**config.mk**
```make
export PLATFORM = sky130hd
export DESIGN_NAME = lcd_mode_line_sequencer
export DESIGN_NICKNAME = d
export VERILOG_FILES = /design/src/sv/lmls_pkg.sv /design/src/sv/lcd_mode_line_sequencer.sv
export SDC_FILE = /design/constraint.sdc
export NUM_CORES = 1
export LEC_CHECK = 0
export ABC_CLOCK_PERIOD_IN_PS = 14100
export BUFFER_PORTS_ARGS = -buffer_cell sky130_fd_sc_hd__buf_2
export CAP_MARGIN = 20
export CORE_MARGIN = 2
export CORE_UTILIZATION = 50
export CTS_BUF_LIST = sky130_fd_sc_hd__clkbuf_8
export DETAILED_ROUTE_END_ITERATION = 7
export HOLD_SLACK_MARGIN = 0.05
export MAX_ROUTING_LAYER = met4
export PLACE_DENSITY = 0.7
export SETUP_SLACK_MARGIN = 0.15
export SLEW_MARGIN = 40
export SYNTH_ARGS = -nofsm -noshare
export SYNTH_HDL_FRONTEND = slang
export SYNTH_SLANG_ARGS = --single-unit
export TNS_END_PERCENT = 50
```
**constraint.sdc**
```tcl
create_clock -name clk -period 14.1 [get_ports clk]
set_input_delay 2.82 -clock clk [delete_from_list [all_inputs] [get_ports clk]]
set_output_delay 2.82 -clock clk [all_outputs]
set_load 0.005 [all_outputs]
```
**src/sv/lmls_pkg.sv**
```systemverilog
`timescale 1ns / 1ps
`default_nettype none

package lmls_pkg;

    localparam int CYCLE_W = 13;
    localparam int ADD_W   = 8;
    localparam int LINE_W  = 8;
    localparam int EVENT_W = 3;
    localparam int CFG_IDX_W = 2;

    typedef enum logic [1:0] {
        MODE_HBLANK   = 2'd0,
        MODE_VBLANK   = 2'd1,
        MODE_OAM      = 2'd2,
        MODE_TRANSFER = 2'd3
    } lcd_mode_t;

    typedef enum logic [EVENT_W-1:0] {
        EV_WAIT      = 3'd0,
        EV_FRAME_END = 3'd1,
        EV_TO_OAM    = 3'd2,
        EV_TO_VB_XFR = 3'd3,
        EV_TO_HBLANK = 3'd4
    } lcd_event_t;

    localparam logic [CFG_IDX_W-1:0] REG_VBLANK   = 2'd0;
    localparam logic [CFG_IDX_W-1:0] REG_HBLANK   = 2'd1;
    localparam logic [CFG_IDX_W-1:0] REG_OAM      = 2'd2;
    localparam logic [CFG_IDX_W-1:0] REG_TRANSFER = 2'd3;

    localparam logic [CYCLE_W-1:0] VBLANK_RESET   = 13'd4560;
    localparam logic [CYCLE_W-1:0] HBLANK_RESET   = 13'd201;
    localparam logic [CYCLE_W-1:0] OAM_RESET      = 13'd77;
    localparam logic [CYCLE_W-1:0] TRANSFER_RESET = 13'd169;

    localparam logic [LINE_W-1:0] LAST_VISIBLE_LINE = 8'd143;
    localparam logic [LINE_W-1:0] FIRST_VBLANK_LINE = 8'd144;
    localparam int VBLANK_LINE_SPAN = 9;

endpackage

`default_nettype wire

```
**src/sv/lcd_mode_line_sequencer.sv**
```systemverilog
// lcd mode and scan-line sequencer
// input channel: in_valid / in_stall carries cycles_advanced and
// vblank_irq_enabled; each transfer adds the cycle count to the elapsed
// counter of the current mode and produces exactly one result
// output channel: out_valid / out_stall carries lcd_mode, line_number,
// event_code, vblank_request and vblank_taken after the step
// result: registered, valid in the cycle after the input transfer
// throughput: one item per clock unless stalled; each step has one add,
// one compare against the mode duration, eight parallel constant-multiple
// compares for the vblank line, between the state and the output register
// configuration: cfg_write, cfg_index, cfg_data set four mode durations;
// the user is to write them only while no item is in flight; unenforced
// reset: mode hblank, line 0, elapsed 0, durations 4560 / 201 / 77 / 169,
// output register empty
// stall: while a result waits under out_stall, in_stall is raised and the
// result holds; as soon as the result is taken a new item is taken the
// same cycle
`timescale 1ns / 1ps
`default_nettype none

module lcd_mode_line_sequencer
    import lmls_pkg::*;
(
    input  wire logic                 clk,
    input  wire logic                 rst_n,
    input  wire logic                 cfg_write,
    input  wire logic [CFG_IDX_W-1:0] cfg_index,
    input  wire logic [CYCLE_W-1:0]   cfg_data,
    input  wire logic                 in_valid,
    output logic                      in_stall,
    input  wire logic [ADD_W-1:0]     cycles_advanced,
    input  wire logic                 vblank_irq_enabled,
    output logic                      out_valid,
    input  wire logic                 out_stall,
    output logic [1:0]                lcd_mode,
    output logic [LINE_W-1:0]         line_number,
    output logic [EVENT_W-1:0]        event_code,
    output logic                      vblank_request,
    output logic                      vblank_taken
);

    logic [CYCLE_W-1:0] vblank_cycles_reg;
    logic [CYCLE_W-1:0] hblank_cycles_reg;
    logic [CYCLE_W-1:0] oam_cycles_reg;
    logic [CYCLE_W-1:0] transfer_cycles_reg;

    lcd_mode_t          mode_reg;
    lcd_mode_t          mode_next;
    logic [LINE_W-1:0]  line_reg;
    logic [LINE_W-1:0]  line_next;
    logic [CYCLE_W-1:0] elapsed_reg;
    logic [CYCLE_W-1:0] elapsed_next;

    logic               out_valid_reg;
    lcd_mode_t          out_mode_reg;
    logic [LINE_W-1:0]  out_line_reg;
    lcd_event_t         out_event_reg;
    lcd_event_t         event_next;
    logic               out_req_reg;
    logic               req_next;
    logic               out_taken_reg;
    logic               taken_next;

    logic               in_xfer;
    logic [CYCLE_W:0]   sum;
    logic [CYCLE_W-1:0] duration;
    logic               done;
    logic [CYCLE_W+3:0] sum_x9;
    logic [3:0]         vb_step;
    logic [LINE_W-1:0]  vb_line;

    assign in_stall = out_valid_reg && out_stall;
    assign in_xfer  = in_valid && !in_stall;

    always_comb
    begin
        case (mode_reg)
            MODE_HBLANK: duration = hblank_cycles_reg;
            MODE_VBLANK: duration = vblank_cycles_reg;
            MODE_OAM:    duration = oam_cycles_reg;
            default:     duration = transfer_cycles_reg;
        endcase
    end

    assign sum  = {1'b0, elapsed_reg} + {{(CYCLE_W+1-ADD_W){1'b0}}, cycles_advanced};
    assign done = sum >= {1'b0, duration};

    // vblank line: count multiples of the duration below 9 * elapsed
    assign sum_x9 = {1'b0, sum[CYCLE_W-1:0], 3'b000} + {4'b0000, sum[CYCLE_W-1:0]};

    always_comb
    begin
        vb_step = 4'd0;
        for (int k = 1; k < VBLANK_LINE_SPAN; k++)
        begin
            if (sum_x9 >= ({4'b0000, vblank_cycles_reg} * (CYCLE_W+4)'(k)))
            begin
                vb_step = vb_step + 4'd1;
            end
        end
    end

    assign vb_line = FIRST_VBLANK_LINE + {4'b0000, vb_step};

    // next state
    always_comb
    begin
        mode_next    = mode_reg;
        line_next    = line_reg;
        elapsed_next = sum[CYCLE_W-1:0];
        if (done)
        begin
            elapsed_next = '0;
            case (mode_reg)
                MODE_HBLANK:
                begin
                    mode_next = (line_reg < LAST_VISIBLE_LINE) ? MODE_OAM : MODE_VBLANK;
                end
                MODE_OAM:
                begin
                    mode_next = MODE_TRANSFER;
                    line_next = line_reg + 8'd1;
                end
                MODE_TRANSFER:
                begin
                    mode_next = MODE_HBLANK;
                end
                default:
                begin
                    mode_next = MODE_OAM;
                    line_next = '0;
                end
            endcase
        end
        else if (mode_reg == MODE_VBLANK)
        begin
            line_next = vb_line;
        end
    end

    // step outputs
    always_comb
    begin
        event_next = EV_WAIT;
        req_next   = 1'b0;
        taken_next = 1'b0;
        if (done)
        begin
            case (mode_reg)
                MODE_HBLANK:
                begin
                    if (line_reg < LAST_VISIBLE_LINE)
                    begin
                        event_next = EV_TO_OAM;
                    end
                    else
                    begin
                        event_next = EV_TO_VB_XFR;
                        req_next   = 1'b1;
                    end
                end
                MODE_OAM:      event_next = EV_TO_VB_XFR;
                MODE_TRANSFER: event_next = EV_TO_HBLANK;
                default:
                begin
                    event_next = EV_FRAME_END;
                    taken_next = vblank_irq_enabled;
                end
            endcase
        end
    end

    always_ff @(posedge clk or negedge rst_n)
    begin
        if (!rst_n)
        begin
            vblank_cycles_reg   <= VBLANK_RESET;
            hblank_cycles_reg   <= HBLANK_RESET;
            oam_cycles_reg      <= OAM_RESET;
            transfer_cycles_reg <= TRANSFER_RESET;
        end
        else if (cfg_write)
        begin
            case (cfg_index)
                REG_VBLANK:   vblank_cycles_reg   <= cfg_data;
                REG_HBLANK:   hblank_cycles_reg   <= cfg_data;
                REG_OAM:      oam_cycles_reg      <= cfg_data;
                REG_TRANSFER: transfer_cycles_reg <= cfg_data;
                default:      ;
            endcase
        end
    end

    always_ff @(posedge clk or negedge rst_n)
    begin
        if (!rst_n)
        begin
            mode_reg      <= MODE_HBLANK;
            line_reg      <= '0;
            elapsed_reg   <= '0;
            out_valid_reg <= 1'b0;
        end
        else
        begin
            if (in_xfer)
            begin
                mode_reg      <= mode_next;
                line_reg      <= line_next;
                elapsed_reg   <= elapsed_next;
                out_valid_reg <= 1'b1;
            end
            else if (!out_stall)
            begin
                out_valid_reg <= 1'b0;
            end
        end
    end

    always_ff @(posedge clk)
    begin
        if (in_xfer)
        begin
            out_mode_reg  <= mode_next;
            out_line_reg  <= line_next;
            out_event_reg <= event_next;
            out_req_reg   <= req_next;
            out_taken_reg <= taken_next;
        end
    end

    assign out_valid      = out_valid_reg;
    assign lcd_mode       = out_mode_reg;
    assign line_number    = out_line_reg;
    assign event_code     = out_event_reg;
    assign vblank_request = out_req_reg;
    assign vblank_taken   = out_taken_reg;

endmodule

`default_nettype wire

```
==> run summary, run 1 <==
Along the worst path, the maximum fanout reaches 6. The aggregate negative setup slack is 0 ps, and the average wire per cell in the routed design is 18.8 um. At the pin with the least slew margin, the transition time is 809 ps. In this run the biggest area consumer among cell types represents 24.0% of the synthesized area. TritonCTS built the clock tree. The path with the worst hold slack has its endpoint at elapsed_reg[0]. The type of element capturing the critical path was a flip-flop.

The tools report the number of placement rows as 52. In the synthesized netlist, the cells that appear most often are ha_1, nand2_1, a21oi_1. For the total wire length, the log shows 27.0 mm.

Compared with the post-synthesis result, the final layout area differs by 7.63%. The flow ran to the end, and the final reports show no timing, DRC or antenna violations. Summed over all layers, the global routing overflow is 0. The proportion of synthesized flip-flops having asynchronous set or reset is 83.5%. The most numerous cell type found on the critical path is ha_1. Measured against its own limit, the worst slew margin works out to 45.3%. The clock arrives with 20.0 ps of skew. The final route contains 8,738 vias. Deepest clock path buffer count: 2.

The clock reaches the later pin of the worst-skew pair after 390 ps. The first-pass GRT wire length was 43.5 mm; the length of the first detailed-routing pass in iterations was 5. The die is 147 um wide. Clock net sink count: 91. The tools report the global routing usage summed across all routing layers as 25.7%.

Reg2reg setup slack: 5230 ps. The initial antenna violation count is 1, and the final setup violation count is 0. Ranked by total cell area, the synthesized netlist is headed by ha_1, dfrtp_1, mux2_2.

Critical path start-end classification: in -> reg. In the final layout, the share of cells above drive strength 1 is 14.1%. The cell sitting at the root of the clock tree is a clkbuf_8. In this run the worst hold path is classified as reg -> reg. The final weighted congestion in routability-driven placement came out at 0.944.

The logs give 0 for the number of buffers added to fix hold violations after cts and 1,406 for the number of nets at the end of the flow. The area enclosed by the die boundary is 0.0217 sq mm. The largest individual stage delay along the critical path comes from the cell or4_1. The H-tree was split into 3 levels.

Synthesis inferred 91 register bits. Averaged over all synthesized cells, the footprint is 9.16 sq um. The worst register-to-register path ends at line_reg[1]. Setup repair after global routing left no endpoint under its margin.

The net count of the mapped netlist is 1,366. After layout, the worst path uses 78.2% of the clock period. The depth of the most critical reg-to-reg path was 36; the hold path depth was 2.

ha_1 is the most common cell in the netlist. The synthesized instance count is 1,123. For the worst setup path, the data required time is 14,380 ps. Clock-pin slew was measured on the worst setup and hold paths at 100 ps. For the largest net degree at the start of global routing, the log shows 71. The number of global-route vias before repair is 8,424, and the remaining antenna violation count after routing is 0.

The tools report the origin of the critical flop-to-flop path as elapsed_reg[0]. Dominant synthesized flop cell: dfrtp_1. The cell taking the most area after synthesis is ha_1. The worst setup path is launched from an input pin.

Dividing the detail-routed via count by the number of cells gives 6.07. After the first detailed-routing iteration, the DRC count stood at 643. The startpoint identified for the worst hold timing path is elapsed_reg[0]. The signal arrival time at the worst endpoint was 11,300 ps; the number of buffers created by CTS was 9.

The number of top-level pins is 46, and the total setup buffers inserted after CTS is 0. Static timing analysis puts the maximum clock frequency at 90.7 MHz. The number of enable flip-flop cells after synthesis was 15; the effective utilization at floorplan was 50.8%. The area of the core is 0.0202 sq mm.

For this run, the number of Yosys warnings is 0. The cell area after technology mapping came out at 0.0103 sq mm. The y dimension of the die was 147 um; the part of the Yosys area used for sequential elements was 23.1%. Summed over all nets, the half-perimeter wirelength after detailed placement is 21.5 mm. The port buffer count was 45; the max-cap violation count was 0. The count of final hold-check violations was 0; the count of final max-slew check failures was 0. The clock period minus final worst setup slack is 11,030 ps, and the number of gates given a new drive strength after cts is 0.

The number of different library cells used by synthesis comes to 88. Final routed DRC violation total: 0. On the worst path, the slowest cell contributes a delay of 720 ps.
-- how the worst max path moves through the flow --
stage                            start           to  slack [ps]  depth (start not counted)
floorplan           cycles_advanced[0]  line_reg[1]        3970                         36
global placement    cycles_advanced[0]  line_reg[1]        3100                         37
detailed placement  cycles_advanced[0]  line_reg[1]        2830                         37
CTS                 cycles_advanced[0]  line_reg[1]        3210                         37
global route        cycles_advanced[0]  line_reg[1]        2500                         36
finish              cycles_advanced[0]  line_reg[1]        3070                         37
-- per-stage QoR --
step / hold slack, ps / util (%) / cell area (sq um) / std cells / setup slack [ps]
global route: 520 / 54.7 / 11100 / 1439 / 2500
finish: 501 / 54.7 / 11100 / 1439 / 3070
CTS: 506 / 54.6 / 11100 / 1438 / 3210
global placement: 472 / 53.5 / 10800 / 1422 / 3100
floorplan: 453 / - / 10300 / 1123 / 3970
detailed placement: 485 / 53.6 / 10900 / 1422 / 2830
-- critical path: cells and delay by family --
family | cells | cell delay, ps
muxes | 3 | 690
xor gates and xnor gates | 2 | 640
AOI/OAI and AO/OA | 11 | 2170
buffers and inverters | 4 | 470
adders and majority gates | 9 | 2730
and+or+nand+nor | 8 | 1800
-- placed cells by master (no fill, tap or decap), types with 25 or more instances in the layout --
| cell | count |
|---|---|
| inv_1 | 70 |
| nand2_1 | 92 |
| a21oi_1 | 84 |
| nand3_1 | 33 |
| o21ai_0 | 78 |
| a21o_1 | 33 |
| dfrtp_1 | 59 |
| nor2_1 | 46 |
| ha_1 | 196 |
| buf_2 | 44 |
| mux2_2 | 46 |
| xnor2_1 | 25 |
-- cells by family (layout without fill, tap and decap cells) --
group	Yosys count	count (layout)	share of synthesized area, %
DFF	91	91	23.1
adders and majority gates	214	214	27.3
and+or+nand+nor	267	267	12.6
other	0	1	0
muxes	50	50	5.47
xor gates and xnor gates	52	52	4.87
AOI/OAI and AO/OA	350	350	23.1
buffers and inverters	99	144	3.66
-- routing by layer --
layer	vias up	GRT usage [%]	wire (um)
met5	-	-	0
met4	0	7.93	756
met3	46	3.55	1150
met2	204	40.2	12300
met1	4185	35.0	12900
li1	4303	-	-
-- area by class of cell --
| cell class | instances | area, sq um |
|---|---|---|
| Tap cell | 270 | 338 |
| Clock buffer | 9 | 124 |
| Clock inverter | 7 | 75.1 |
| Inverter | 76 | 285 |
| Timing Repair Buffer | 52 | 284 |
| Multi-Input combinational cell | 933 | 7590 |
| Sequential cell | 91 | 2370 |
| Antenna cell | 1 | 2.50 |
| Fill cell | 1851 | 9170 |
Power of run 1 is left out: the tool's default activity adds up to more than one toggle a clock period on the data nets, which glitch-free logic cannot reach.
==> run 2, diff against run 1 <==
ABC_AREA = 1   (was default)
ABC_CLOCK_PERIOD_IN_PS = 10950   (was 14100)
clock period = 10.95 ns   (was 14.1 ns; I/O delays follow)
==> run 2 against run 1 <==
Sequential cell count did not move. Worst setup slack got worse by 1600 ps. Global-route usage decreased by 0.89 points. Critical path depth is 9 higher. First-iteration DRC count decreased by 22%. Register-to-register slack got worse by 2200 ps. Final cell count up 17%. Utilization increased by 0.21 points. Wire length is 5.9% lower. Non-clock buffer count is 2 lower. Clock skew decreased by 7.9 ps. Largest cell class unchanged. Via count increased by 5.7%.
==> run summary, run 2 <==
Most used standard cell by instance count after synthesis: nand2_1 (was ha_1). The average wire per cell in the routed design is 15.2 um (was 18.8 um), and the clock period minus final worst setup slack is 9450 ps. The die outline width works out to 148 um (was 147 um).

After layout, the worst path uses 86.3% of the clock period. The peak per-stage delay on the critical path came out at 630 ps (was 720 ps). The number of flip-flops and latches in the synthesized netlist was 91 (unchanged). The share of synthesized cell area in and, or, nand and nor gates is 22.8% (was 12.6%).

The logs give 1500 ps (was 3070 ps) for the least setup slack across all paths after layout and 3 (unchanged) for the number of levels the H-tree was split into. Commonest non-fill, non-tap cells in the layout: nand2_1, ha_1, inv_1, o21ai_0, a21oi_1 (was ha_1, nand2_1, a21oi_1, o21ai_0, inv_1). The tools report the area of all sequential standard cells as 0.00237 sq mm (unchanged).

The critical path start-end classification was in -> reg (unchanged). The logs give 0 (unchanged) for the final global-route overflow total and 46 (unchanged) for the number of top-level pins. The tools report the worst-skew pair later-pin latency as 380 ps (was 390 ps). The number of global-route vias before repair is 9,049 (was 8,424), and the via density per instance is 5.50 (was 6.07).

The violation count after the first detailed-route iteration is 499 (was 643), and the proportion of synthesized area in mux cells is 0% (was 5.47%). The cell taking the most area after synthesis was ha_1 (unchanged). The largest net degree at the start of global routing came out at 77 (was 71). Dominant synthesized flop cell: dfrtp_1 (unchanged). The kind of start point of the critical path is an input pin (unchanged). The tools report the number of buffers added to fix hold violations after cts as 0 (unchanged). For the deepest clock path buffer count, the log shows 2 (unchanged). The part of the Yosys area used for sequential elements is 23.0% (was 23.1%), and the share of layout cells above drive strength 1 is 10.3% (was 14.1%). The count of final max-slew check failures was 0 (unchanged). The final setup violation count is 0 (unchanged). The first-pass GRT wire length was 43.2 mm (was 43.5 mm). The commonest non-fill, non-tap cell in the layout is nand2_1 (was ha_1). The run gives 0 (unchanged) as the number of gates given a new drive strength after cts. The port buffer count is 45 (unchanged).

Number of vias after detailed routing: 9,236 (was 8,738). Most frequent cells after synthesis: nand2_1, ha_1, inv_1 (was ha_1, nand2_1, a21oi_1). The number of placement rows came out at 52 (unchanged).

Initial antenna violation count: 0 (was 1). The proportion of synthesized flip-flops having asynchronous set or reset works out to 83.5% (unchanged). The gate family responsible for the most delay along the worst path was simple AND/OR/NAND/NOR gates (was adder cells).

The y dimension of the die is 148 um (was 147 um), and the area of the core is 0.0202 sq mm (unchanged). The number of nets at the end of the flow was 1,647 (was 1,406); the total wire length was 25.5 mm (was 27.0 mm). The net count of the mapped netlist is 1,609 (was 1,366), and the final routed DRC violation total is 0 (unchanged). The number of warnings reported in the yosys synthesis log is 0 (unchanged). The logs give 9750 ps (was 11,300 ps) for the signal arrival time at the worst endpoint and 20.1 mm (was 21.5 mm) for the total half-perimeter wirelength after legalization and detailed placement. The run gives 1,366 (was 1,123) as the synthesized instance count. The count of antenna diodes in the layout is 0 (was 1). The logs give 5 (unchanged) for the length of the first detailed-routing pass in iterations and 50 (was 88) for the number of distinct library cells after synthesis. The area share of the largest cell type after synthesis works out to 23.8% (was 24.0%).

The total setup buffers inserted after CTS is 0 (unchanged), and the compound-gate portion of the synthesized area is 16.0% (was 23.1%). The cell area after technology mapping was 0.0103 sq mm (about the same); the setup skew after layout was 12.0 ps (was 20.0 ps). Count of final hold-check violations: 0 (unchanged).

The aggregate negative setup slack was 0 ps (unchanged); the worst relative slew slack was 46.0% (was 45.3%). The run gives 91 (unchanged) as the clock net sink count. The largest family of logic cells by synthesized area is adder cells (unchanged). Number of enable flip-flop cells after synthesis: 15 (unchanged). The type of element capturing the critical path is a flip-flop (unchanged). For the placement-stage worst setup slack, the log shows 1170 ps (was 2830 ps).

The run finished with clean final reports. The upper clock frequency limit is 106 MHz, and the data required time of the worst path is 11,260 ps (was 14,380 ps). Post-synthesis average cell area: 7.57 sq um (was 9.16 sq um).

Top cells by area, synth: ha_1, dfrtp_1, nand2_1 (was ha_1, dfrtp_1, mux2_2). The logs give 0.00726 sq mm (was 0.00759 sq mm) for the footprint of the multi-input gates and 51.1% (was 50.8%) for the effective utilization at floorplan. The post-synthesis adder-cell area fraction was 27.1% (was 27.3%).

Area growth from synthesis to layout: 7.47% (was 7.63%). Peak fanout along the critical path: 8 (was 6). TritonCTS built the clock tree. The slowest stage cell on the critical path is xnor2_1 (was or4_1).

The count of fill cells added during filler insertion is 1,927 (was 1,851), and the number of buffers created by CTS is 9 (unchanged). The count of buffering cells on the critical path with inverters included was 8 (was 4); the fraction of synthesized cell area in xor and xnor cells was 3.97% (was 4.87%). The area enclosed by the die boundary is 0.0218 sq mm (was 0.0217 sq mm).

Setup repair after global routing left no endpoint under its margin. The max-cap violation count was 0 (unchanged). The final weighted congestion in routability-driven placement is 0.909 (was 0.944). The clock edge transition at the registers on the reported setup and hold paths works out to 100 ps (about the same). Remaining antenna violation count after routing: 0 (unchanged). The path category of the worst min-delay check was reg -> reg (unchanged).

For the global routing usage summed across all routing layers, the log shows 24.8% (was 25.7%). The library cell used as clock root buffer is clkbuf_8 (unchanged). The measured slew at the worst slew-check pin came out at 808 ps (was 809 ps).
[run 2: changes by cell type in the layout (fill, tap and decap cells not counted), moves of 20 or more]
cell,previous run,this run
mux2_2,46,0
a21o_1,33,6
nand2_1,92,310
inv_1,70,164
nand3_1,33,56
o21ai_0,78,116
nand2b_1,20,0
[run 2: through the flow]
| stage | cells | cell area (sq um) | hold slack (ps) | util [%] |
|---|---|---|---|---|
| detailed placement | 1663 | 10900 | 474 | 53.8 |
| global placement | 1663 | 10900 | 466 | 53.7 |
| finish | 1679 | 11100 | 495 | 54.9 |
| CTS | 1679 | 11100 | 496 | 54.9 |
| floorplan | 1366 | 10300 | 453 | - |
| global route | 1679 | 11100 | 511 | 54.9 |
[run 2: routing by layer]
metal | GRT usage, % | vias to the layer above | part of all wire, %
li1 | - | 4715 | -
met1 | 32.4 | 4307 | 48
met5 | - | - | 0
met2 | 42.3 | 188 | 47
met4 | 5.82 | 0 | 1.6
met3 | 1.94 | 26 | 3.4
[run 2: final timing paths]
check | from | endpoint | slack [ps] | depth (start not counted)
worst min-delay path | oam_cycles_reg[6] | oam_cycles_reg[6] | 490 | 2
worst max register to register | elapsed_reg[0] | line_reg[1] | 3050 | 45
worst max-delay path | cycles_advanced[0] | line_reg[1] | 1500 | 46
worst min register to register | oam_cycles_reg[6] | oam_cycles_reg[6] | 490 | 2
min in group asynchronous | rst_n | hblank_cycles_reg[5] | 1840 | 1
max in group asynchronous | rst_n | vblank_cycles_reg[10] | 8630 | 1
[run 2: worst register-to-register path, delay by kind of cell (launching register included)]
kind / cells / cell delay, ps
AO/OA/AOI/OAI: 10 / 1420
XOR/XNOR: 3 / 1170
adder cells (fa/ha/maj): 8 / 2150
buffers and inverters: 7 / 430
flip-flops: 1 / 360
AND/OR/NAND/NOR: 17 / 2320
[run 2: cell families (layout without fill, tap and decap cells)]
logic type | Yosys count | after routing
DFF | 91 | 91
adders and majority gates | 214 | 214
AOI/OAI and AO/OA | 295 | 295
xor gates and xnor gates | 46 | 46
and+or+nand+nor | 525 | 525
buffers and inverters | 195 | 238
[run 2: cell type report]
cell class / instances / share of cell area (%)
Clock buffer: 9 / 1.11
Inverter: 172 / 5.81
Clock inverter: 7 / 0.901
Timing Repair Buffer: 50 / 2.42
Multi-Input combinational cell: 1080 / 65.4
Tap cell: 270 / 3.04
Sequential cell: 91 / 21.4
Power of run 2 is left out for the same reason.
